--- src/hw/rtl/two_operand_decimal_calculator_macros.svh ---
// assertion macros used by the top level of the decimal calculator
`ifndef TWO_OPERAND_DECIMAL_CALCULATOR_MACROS_SVH
`define TWO_OPERAND_DECIMAL_CALCULATOR_MACROS_SVH

// same-cycle implication, checked out of reset
`define TODC_ASSERT_IMPLIES(lbl, ante, cons) \
  lbl: assert property (@(posedge clk) disable iff (!rst_n) (ante) |-> (cons)) \
    else $error("todc assertion failed");

// next-cycle implication, checked out of reset
`define TODC_ASSERT_NEXT(lbl, ante, cons) \
  lbl: assert property (@(posedge clk) disable iff (!rst_n) (ante) |=> (cons)) \
    else $error("todc assertion failed");

`endif

--- src/hw/rtl/todc_pkg.sv ---
// types, codes and helper functions of the decimal calculator
package todc_pkg;

  localparam int VALUE_BITS = 32;
  localparam int CNT_W      = $clog2(VALUE_BITS);

  localparam logic [1:0] OP_ADD = 2'd0;
  localparam logic [1:0] OP_SUB = 2'd1;
  localparam logic [1:0] OP_MUL = 2'd2;
  localparam logic [1:0] OP_DIV = 2'd3;

  localparam logic [1:0] STAT_OK       = 2'd0;
  localparam logic [1:0] STAT_BAD_OP   = 2'd1;
  localparam logic [1:0] STAT_DIV_ZERO = 2'd2;

  localparam logic [7:0] CH_ZERO  = 8'h30;
  localparam logic [7:0] CH_NINE  = 8'h39;
  localparam logic [7:0] CH_PLUS  = 8'h2B;
  localparam logic [7:0] CH_MINUS = 8'h2D;
  localparam logic [7:0] CH_STAR  = 8'h2A;
  localparam logic [7:0] CH_SLASH = 8'h2F;

  typedef enum logic [2:0] {
    ST_FIRST,
    ST_SECOND,
    ST_DONE,
    ST_DIV,
    ST_CALC,
    ST_BADOP
  } todc_state_t;

  // controller to datapath
  typedef struct packed {
    logic clear;
    logic acc_first;
    logic acc_second;
    logic hold_op;
    logic div_start;
    logic div_step;
    logic load_out;
    logic bad_op;
  } todc_cmd_t;

  // datapath to controller
  typedef struct packed {
    logic is_digit;
    logic is_op;
    logic op_div;
    logic b_zero;
  } todc_stat_t;

  // sign-extend or cut a value to the 32-bit output fields
  function automatic logic [31:0] to_out32(input logic [VALUE_BITS-1:0] x);
    logic signed [VALUE_BITS-1:0] sx;
    sx = signed'(x);
    return 32'(sx);
  endfunction

  function automatic logic is_op_char(input logic [7:0] c);
    return (c == CH_PLUS) || (c == CH_MINUS) || (c == CH_STAR) || (c == CH_SLASH);
  endfunction

  function automatic logic [1:0] op_code_of(input logic [7:0] c);
    logic [1:0] code;
    case (c)
      CH_PLUS:  code = OP_ADD;
      CH_MINUS: code = OP_SUB;
      CH_STAR:  code = OP_MUL;
      CH_SLASH: code = OP_DIV;
      default:  code = OP_ADD;
    endcase
    return code;
  endfunction

endpackage

--- src/hw/rtl/todc_dp.sv ---
// datapath: accumulators, operator, shift-subtract divider and result register
module todc_dp (
  input  logic                     clk,
  input  logic [7:0]               in_byte,
  input  todc_pkg::todc_cmd_t      cmd,
  output todc_pkg::todc_stat_t     stat,
  output logic signed [31:0]       out_value,
  output logic [1:0]               out_status,
  output logic signed [31:0]       out_first_operand,
  output logic signed [31:0]       out_second_operand,
  output logic [1:0]               out_op_code
);

  localparam int VB = todc_pkg::VALUE_BITS;

  logic [VB-1:0] first_r, first_nxt, second_r, second_nxt;
  logic [VB-1:0] base_first, base_second, digit_val;
  logic [1:0]    op_r, op_nxt;
  logic [VB-1:0] rem_r, quo_r, dvs_r;
  logic          neg_r;
  logic [VB:0]   rs, diff;
  logic          fit;
  logic [VB-1:0] mag_a, mag_b, quot, res;
  logic [1:0]    status;

  logic signed [31:0] out_value_r, out_first_r, out_second_r;
  logic [1:0]         out_status_r, out_op_r;

  // byte classification
  assign stat.is_digit = (in_byte >= todc_pkg::CH_ZERO) && (in_byte <= todc_pkg::CH_NINE);
  assign stat.is_op    = todc_pkg::is_op_char(in_byte);
  assign stat.op_div   = (op_r == todc_pkg::OP_DIV);
  assign stat.b_zero   = (second_r == '0);

  // accumulate: acc * 10 + digit, as two shifts and adds
  assign digit_val   = {{(VB-4){1'b0}}, in_byte[3:0]};
  assign base_first  = cmd.clear ? '0 : first_r;
  assign base_second = cmd.clear ? '0 : second_r;

  always_comb begin
    first_nxt  = base_first;
    second_nxt = base_second;
    op_nxt     = cmd.clear ? todc_pkg::OP_ADD : op_r;
    if (cmd.acc_first) begin
      first_nxt = (base_first << 3) + (base_first << 1) + digit_val;
    end
    if (cmd.acc_second) begin
      second_nxt = (base_second << 3) + (base_second << 1) + digit_val;
    end
    if (cmd.hold_op) begin
      op_nxt = todc_pkg::op_code_of(in_byte);
    end
  end

  always_ff @(posedge clk) begin
    first_r  <= first_nxt;
    second_r <= second_nxt;
    op_r     <= op_nxt;
  end

  // restoring divider on magnitudes, one quotient bit a cycle
  assign mag_a = first_r[VB-1]  ? (VB'(0) - first_r)  : first_r;
  assign mag_b = second_r[VB-1] ? (VB'(0) - second_r) : second_r;
  assign rs    = {rem_r, quo_r[VB-1]};
  assign diff  = rs - {1'b0, dvs_r};
  assign fit   = ~diff[VB];

  always_ff @(posedge clk) begin
    if (cmd.div_start) begin
      rem_r <= '0;
      quo_r <= mag_a;
      dvs_r <= mag_b;
      neg_r <= first_r[VB-1] ^ second_r[VB-1];
    end else if (cmd.div_step) begin
      rem_r <= fit ? diff[VB-1:0] : rs[VB-1:0];
      quo_r <= {quo_r[VB-2:0], fit};
    end
  end

  assign quot = neg_r ? (VB'(0) - quo_r) : quo_r;

  always_comb begin
    case (op_r)
      todc_pkg::OP_ADD: res = first_r + second_r;
      todc_pkg::OP_SUB: res = first_r - second_r;
      todc_pkg::OP_MUL: res = first_r * second_r;
      todc_pkg::OP_DIV: res = quot;
      default:          res = '0;
    endcase
    if (cmd.bad_op) begin
      status = todc_pkg::STAT_BAD_OP;
    end else if (stat.op_div && stat.b_zero) begin
      status = todc_pkg::STAT_DIV_ZERO;
    end else begin
      status = todc_pkg::STAT_OK;
    end
  end

  always_ff @(posedge clk) begin
    if (cmd.load_out) begin
      out_value_r  <= (status == todc_pkg::STAT_OK) ? todc_pkg::to_out32(res) : '0;
      out_status_r <= status;
      out_first_r  <= todc_pkg::to_out32(first_r);
      out_second_r <= todc_pkg::to_out32(second_r);
      out_op_r     <= op_r;
    end
  end

  assign out_value          = out_value_r;
  assign out_status         = out_status_r;
  assign out_first_operand  = out_first_r;
  assign out_second_operand = out_second_r;
  assign out_op_code        = out_op_r;

endmodule

--- src/hw/rtl/todc_ctrl.sv ---
// controller: parse phases, divider sequencing and result handshake
module todc_ctrl (
  input  logic                  clk,
  input  logic                  rst_n,
  input  logic                  in_valid,
  input  logic                  in_start_req,
  input  logic                  out_ready,
  input  todc_pkg::todc_stat_t  stat,
  output logic                  in_ready,
  output logic                  out_valid,
  output todc_pkg::todc_cmd_t   cmd
);

  localparam int CW = todc_pkg::CNT_W;

  todc_pkg::todc_state_t state_r, state_nxt, phase;
  logic [CW-1:0]         cnt_r, cnt_nxt;
  logic                  out_valid_r, out_valid_nxt;
  logic                  accept, out_free, last_step;

  assign accept    = in_valid & in_ready;
  assign out_free  = ~out_valid_r | out_ready;
  assign last_step = (cnt_r == CW'(todc_pkg::VALUE_BITS - 1));
  assign phase     = in_start_req ? todc_pkg::ST_FIRST : state_r;

  // next state
  always_comb begin
    state_nxt = state_r;
    cnt_nxt   = '0;
    case (state_r)
      todc_pkg::ST_FIRST, todc_pkg::ST_SECOND, todc_pkg::ST_DONE: begin
        if (accept) begin
          case (phase)
            todc_pkg::ST_FIRST: begin
              if (stat.is_digit) begin
                state_nxt = todc_pkg::ST_FIRST;
              end else if (stat.is_op) begin
                state_nxt = todc_pkg::ST_SECOND;
              end else begin
                state_nxt = todc_pkg::ST_BADOP;
              end
            end
            todc_pkg::ST_SECOND: begin
              if (stat.is_digit) begin
                state_nxt = todc_pkg::ST_SECOND;
              end else if (stat.op_div && !stat.b_zero) begin
                state_nxt = todc_pkg::ST_DIV;
              end else begin
                state_nxt = todc_pkg::ST_CALC;
              end
            end
            default: state_nxt = todc_pkg::ST_DONE;
          endcase
        end
      end
      todc_pkg::ST_DIV: begin
        if (last_step) begin
          state_nxt = todc_pkg::ST_CALC;
        end else begin
          cnt_nxt = cnt_r + 1'b1;
        end
      end
      todc_pkg::ST_CALC, todc_pkg::ST_BADOP: begin
        if (out_free) begin
          state_nxt = todc_pkg::ST_DONE;
        end
      end
      default: state_nxt = todc_pkg::ST_DONE;
    endcase
  end

  // outputs and commands
  always_comb begin
    cmd      = '0;
    in_ready = 1'b0;
    case (state_r)
      todc_pkg::ST_FIRST, todc_pkg::ST_SECOND, todc_pkg::ST_DONE: begin
        in_ready = 1'b1;
      end
      todc_pkg::ST_DIV: begin
        cmd.div_step = 1'b1;
      end
      todc_pkg::ST_CALC: begin
        cmd.load_out = out_free;
      end
      todc_pkg::ST_BADOP: begin
        cmd.load_out = out_free;
        cmd.bad_op   = 1'b1;
      end
      default: in_ready = 1'b0;
    endcase
    cmd.clear      = accept & in_start_req;
    cmd.acc_first  = accept & (phase == todc_pkg::ST_FIRST) & stat.is_digit;
    cmd.hold_op    = accept & (phase == todc_pkg::ST_FIRST) & ~stat.is_digit & stat.is_op;
    cmd.acc_second = accept & (phase == todc_pkg::ST_SECOND) & stat.is_digit;
    cmd.div_start  = accept & (phase == todc_pkg::ST_SECOND) & ~stat.is_digit &
                     stat.op_div & ~stat.b_zero;
  end

  assign out_valid_nxt = cmd.load_out ? 1'b1 : (out_ready ? 1'b0 : out_valid_r);
  assign out_valid     = out_valid_r;

  always_ff @(posedge clk) begin
    if (!rst_n) begin
      state_r     <= todc_pkg::ST_DONE;
      cnt_r       <= '0;
      out_valid_r <= 1'b0;
    end else begin
      state_r     <= state_nxt;
      cnt_r       <= cnt_nxt;
      out_valid_r <= out_valid_nxt;
    end
  end

endmodule

--- src/hw/rtl/two_operand_decimal_calculator.sv ---
// top level of the two-operand decimal calculator
// usage:
//   input channel (in_valid/in_ready) carries one ascii byte per transaction;
//   in_start_req marks the first byte of a formula such as 12+34 and clears
//   the parse state. digits build the first number, one of + - * / follows,
//   digits build the second number, and the first non-digit after it ends
//   the formula. bytes outside a formula are taken and dropped.
//   result channel (out_valid/out_ready) carries one transaction per formula:
//   value, status, both operands and the operator code.
// throughput and sequencing:
//   digits and the operator byte are taken one per cycle. after the ending
//   byte, + - * and errors go straight to loading the result, while a
//   divide first runs the one-bit-per-cycle shift-subtract divider;
//   in_ready is low meanwhile. the result is registered and is loaded
//   into the output register once that register is free.
// stalls and reset:
//   a pending result sits in the output register; further bytes are still
//   taken up to the next ending byte, then in_ready stays low until out_ready.
//   synchronous active-low reset leaves the block idle, waiting for a start.
`include "two_operand_decimal_calculator_macros.svh"

module two_operand_decimal_calculator (
  input  logic               clk,
  input  logic               rst_n,
  input  logic               in_valid,
  output logic               in_ready,
  input  logic [7:0]         in_byte,
  input  logic               in_start_req,
  output logic               out_valid,
  input  logic               out_ready,
  output logic signed [31:0] out_value,
  output logic [1:0]         out_status,
  output logic signed [31:0] out_first_operand,
  output logic signed [31:0] out_second_operand,
  output logic [1:0]         out_op_code
);

  todc_pkg::todc_cmd_t  cmd;   // controller commands
  todc_pkg::todc_stat_t stat;  // byte class and operand flags

  // operand registers, divider and result register
  todc_dp u_dp (
    .clk                (clk),
    .in_byte            (in_byte),
    .cmd                (cmd),
    .stat               (stat),
    .out_value          (out_value),
    .out_status         (out_status),
    .out_first_operand  (out_first_operand),
    .out_second_operand (out_second_operand),
    .out_op_code        (out_op_code)
  );

  // parse state machine and handshakes
  todc_ctrl u_ctrl (
    .clk          (clk),
    .rst_n        (rst_n),
    .in_valid     (in_valid),
    .in_start_req (in_start_req),
    .out_ready    (out_ready),
    .stat         (stat),
    .in_ready     (in_ready),
    .out_valid    (out_valid),
    .cmd          (cmd)
  );

  // a new result never overwrites one still waiting
  `TODC_ASSERT_IMPLIES(a_no_overwrite, cmd.load_out, !out_valid || out_ready)
  // no byte is taken while the divider runs or a result is being loaded
  `TODC_ASSERT_IMPLIES(a_busy_no_input, cmd.div_step || cmd.load_out, !in_ready)
  // any error result carries a zero value
  `TODC_ASSERT_IMPLIES(a_err_zero, out_valid && (out_status != todc_pkg::STAT_OK),
                       out_value == 32'sd0)

endmodule
--- config.mk ---
export PLATFORM = sky130hd
export DESIGN_NAME = two_operand_decimal_calculator
export DESIGN_NICKNAME = d
export VERILOG_FILES = /design/src/hw/rtl/todc_pkg.sv /design/src/hw/rtl/todc_dp.sv /design/src/hw/rtl/todc_ctrl.sv /design/src/hw/rtl/two_operand_decimal_calculator.sv
export VERILOG_INCLUDE_DIRS = /design/src /design/src/hw/rtl
export SDC_FILE = /design/constraint.sdc
export NUM_CORES = 2
export LEC_CHECK = 0
export BUFFER_PORTS_ARGS = -buffer_cell sky130_fd_sc_hd__buf_2
export CORE_MARGIN = 5
export CORE_UTILIZATION = 40
export DETAILED_ROUTE_END_ITERATION = 16
export RECOVER_POWER = 50
export REMOVE_ABC_BUFFERS = 1
export SYNTH_ARGS = -nofsm -noshare
export SYNTH_HDL_FRONTEND = slang
export SYNTH_SLANG_ARGS = --single-unit
export TNS_END_PERCENT = 20
--- constraint.sdc ---
create_clock -name clk -period 8.1 [get_ports clk]
set_clock_uncertainty 0.15 [all_clocks]
set_input_delay 0.81 -clock clk [delete_from_list [all_inputs] [get_ports clk]]
set_output_delay 0.81 -clock clk [all_outputs]
set_load 0.05 [all_outputs]
==> results_dict.tcl <==
set metrics [dict create \
    status "finished with violations" \
    violations "max-capacitance violations, max-slew violations" \
    grt_pass1_wl_mm 167 \
    holdPathStages 1 \
    arrival_ps 7810 \
    r2r_setup_slack_ps 440 \
    finalWirelength_mm 107 \
    worst_path_max_delay_cell "dfxtp_1" \
    first_pass_iters 7 \
    grt_pass1_vias 28134 \
    fillCellCount 8570 \
    leakage_nw 17.5 \
    clock_sinks 272 \
    cts-htree-levels 2 \
    crit_chain "clkbuf_1 > and2_1 > fa_1 > fa_1 > fa_1 > inv_1 > fa_1 > inv_1 > fa_1 > fa_1 > fa_1 > fa_1 > ha_1 > nand3_1 > nor2_1 > and3_1 > a221oi_1 > o221a_2 > o21ai_0 > xor2_1 > o21ai_0 > o21bai_1" \
    insertion_delay_ps 560 \
    hpwl_mm 85.0 \
    total_power_mw 4.80 \
    path_buf_inv 3 \
    core_um2 86900 \
    routabilityCongestion 0.925 \
    post_cts_resize_count 0 \
    ant_nets 0 \
    via_per_inst 5.36 \
    utilization_pct 43.8 \
    timing.final.ws_setup_ps 441 \
    synth.most_common_cell "nand2_1" \
    hold_buffers 0 \
    antenna_found_initial 5 \
    drv_cap 7 \
    synth_top_cell_area_share_pct 23.6 \
    vias 27412 \
    drv_slew 322 \
    die_area_um2 93700 \
    synth-edff-count 169 \
    syn_to_final_growth_pct 8.57 \
    min_from "u_ctrl.cnt_r[0]" \
    portBuffers 114 \
    worst-path-max-fanout 16 \
    synth_common_cells "nand2_1, inv_1, fa_1, and2_1, ha_1" \
    synth_ff_type "edfxtp_1" \
    hold_class "reg -> reg" \
    place_ws_ps 397 \
    cts_buffers 36 \
    die_h_um 306 \
    cp-end-kind "register" \
    ios 115 \
    cts_tree "yes" \
    setup_viol 0 \
    crit_path_start_kind "register" \
    slew_headroom_pct -161 \
    hold_violations 0 \
    synth-seq-cells 272 \
    yosysTopAreaCell "fa_1" \
    crit_family "adder cells" \
    track_usage_pct 22.7 \
    clk_pin_slew_worst_paths_ps 70 \
    cts-root-buf "clkbuf_16" \
    period_needed_ps 7660 \
    drt-initial-drc-count 2134 \
    yosysSeqAreaShare_pct 20.3 \
    critical_path_required_ps 8250 \
    grt_overflow 0 \
    rows 108 \
    p_per_area_nw_per_um2 126 \
    rsz0062_at_grt "false" \
    yosysWarnings 0 \
    hold_ws_ps 299 \
    synth.avg_cell_area_um2 9.05 \
    reg2reg_depth 22 \
    grt_max_degree 66 \
    timing.rr.end "u_dp.out_value[27]" \
    cpMostUsedCell "fa_1" \
    drc 0 \
    tightest_slew_ps 3910 \
    holdPathEnd "u_ctrl.cnt_r[0]" \
    cts_setup_buffers 0 \
    ys_types 79 \
    synth_area_leaders "fa_1, edfxtp_1, ha_1, and2_1, dfxtp_1" \
    worstReg2RegStart "u_dp.second_r[5]" \
    clock.fmax_mhz 131 \
    cts_buffer_depth 3 \
    finalCritPeriodShare_pct 94.6 \
    layout-drive-gt1-share_pct 4.70 \
    finalSetupTns_ps 0 \
    synth_area_um2 35100 \
    die-width_um 306 \
    async_flop_share_pct 0 \
    max_stage_delay_ps 700 \
    fin_nets 4664 \
    irDropWorstVdd_mv 0.114 \
    crit_type "reg -> reg" \
    routedWlPerCell_um 20.9 \
    syn_inst 3877 \
    initial_core_util_pct 40.4 \
]
-- metrics by stage --
stage / cells / instance area [um2]
after floorplan: 3670 / 34300
after global placement: 5046 / 37100
after detailed placement: 5046 / 37100
after CTS: 5111 / 38300
after global routing: 5111 / 38100
final: 5114 / 38100
-- sequential cells by signal, summed over array words and instances (netlist names) --
signal / cells
u_dp.quo_r: 32
u_dp.neg_r: 1
u_dp.op_r: 2
u_dp.dvs_r: 32
u_ctrl.out_valid: 1
u_dp.out_second_operand: 32
u_dp.out_value: 32
u_dp.rem_r: 32
u_dp.out_status: 2
u_ctrl.state_r: 3
u_ctrl.cnt_r: 5
u_dp.out_op_code: 2
u_dp.first_r: 32
u_dp.out_first_operand: 32
u_dp.second_r: 32
-- cells in the final DEF (no fill, tap or decap), types with 8 or more instances in the layout --
cell type    n
a211oi_1    30
a21boi_0     8
a21o_1      47
a21oi_1    148
a31oi_1     16
and2_1     366
and3_1      21
buf_2       12
buf_4       84
clkbuf_1   130
clkbuf_16   37
dfxtp_1    100
edfxtp_1   169
fa_1       414
ha_1       308
inv_1      454
mux2_2       8
mux2i_1     36
nand2_1    478
nand2b_1    36
nand3_1     41
nand4_1     15
nor2_1     126
nor2b_1     16
nor3_1      36
nor4_1      10
o211ai_1    18
o21a_1      26
o21ai_0    198
o21ai_1     28
o21bai_1    20
o22ai_1     10
o31ai_1     36
o41ai_1     15
or3_1       27
or4_1       10
xnor2_1    158
xor2_1     141
-- routing by layer --
metal / global-route usage (%) / vias to the layer above / routed length [um]
met2: 36.8 / 853 / 48700
met4: 4.62 / 2 / 2290
met3: 4.79 / 135 / 9040
met1: 31.6 / 13572 / 46800
li1: - / 12850 / -
met5: 0 / - / 16
-- worst max path at each step --
stage                                  from            endpoint  slack (ps)  cells past startpoint
after floorplan            u_dp.second_r[2]  u_dp.out_value[27]         940                     24
after global placement     u_dp.second_r[6]  u_dp.out_value[27]         470                     24
after detailed placement  u_dp.second_r[15]  u_dp.out_value[31]         400                     23
after CTS                 u_dp.second_r[15]  u_dp.out_value[31]         450                     23
after global routing       u_dp.second_r[5]  u_dp.out_value[27]          30                     22
final                      u_dp.second_r[5]  u_dp.out_value[27]         440                     22
-- worst reg2reg max path, delay by kind of cell, from the launching register on --
family          cells  cell delay [ps]
fa+ha+maj           9             4240
compound gates      5             1140
flops               1              700
simple gates        4              600
buf+inv             3              450
xor+xnor            1              150
-- power breakdown --
part | switching [mW] | internal (mW) | total, mW | leakage, nW
Clock | 0.686 | 0.937 | 1.62 | 0.560
Sequential | 0.118 | 1.61 | 1.73 | 2.43
Combinational | 0.867 | 0.581 | 1.45 | 14.5
-- cell families (layout without fill, tap and decap cells) --
| group | count (synthesis) | after routing | share of synthesized area [%] |
|---|---|---|---|
| adders and majority gates | 722 | 722 | 34.6 |
| other | 0 | 3 | 0 |
| AOI/OAI and AO/OA | 657 | 657 | 11.7 |
| DFF | 272 | 272 | 20.3 |
| and+or+nand+nor | 1219 | 1219 | 17.4 |
| muxes | 45 | 45 | 1.32 |
| buffers and inverters | 663 | 742 | 7.23 |
| xor gates and xnor gates | 299 | 299 | 7.46 |
-- area by class of cell --
type / count / area, um2 / area share [%]
Multi-Input combinational cell: 2942 / 25400 / 66.7
Sequential cell: 272 / 7140 / 18.7
Inverter: 456 / 1710 / 4.50
Tap cell: 1155 / 1450 / 3.79
Timing Repair Buffer: 221 / 1190 / 3.13
Clock buffer: 47 / 993 / 2.61
Clock inverter: 18 / 174 / 0.457
Antenna cell: 3 / 7.51 / 0.0197
(Power assumes the default switching activity.)
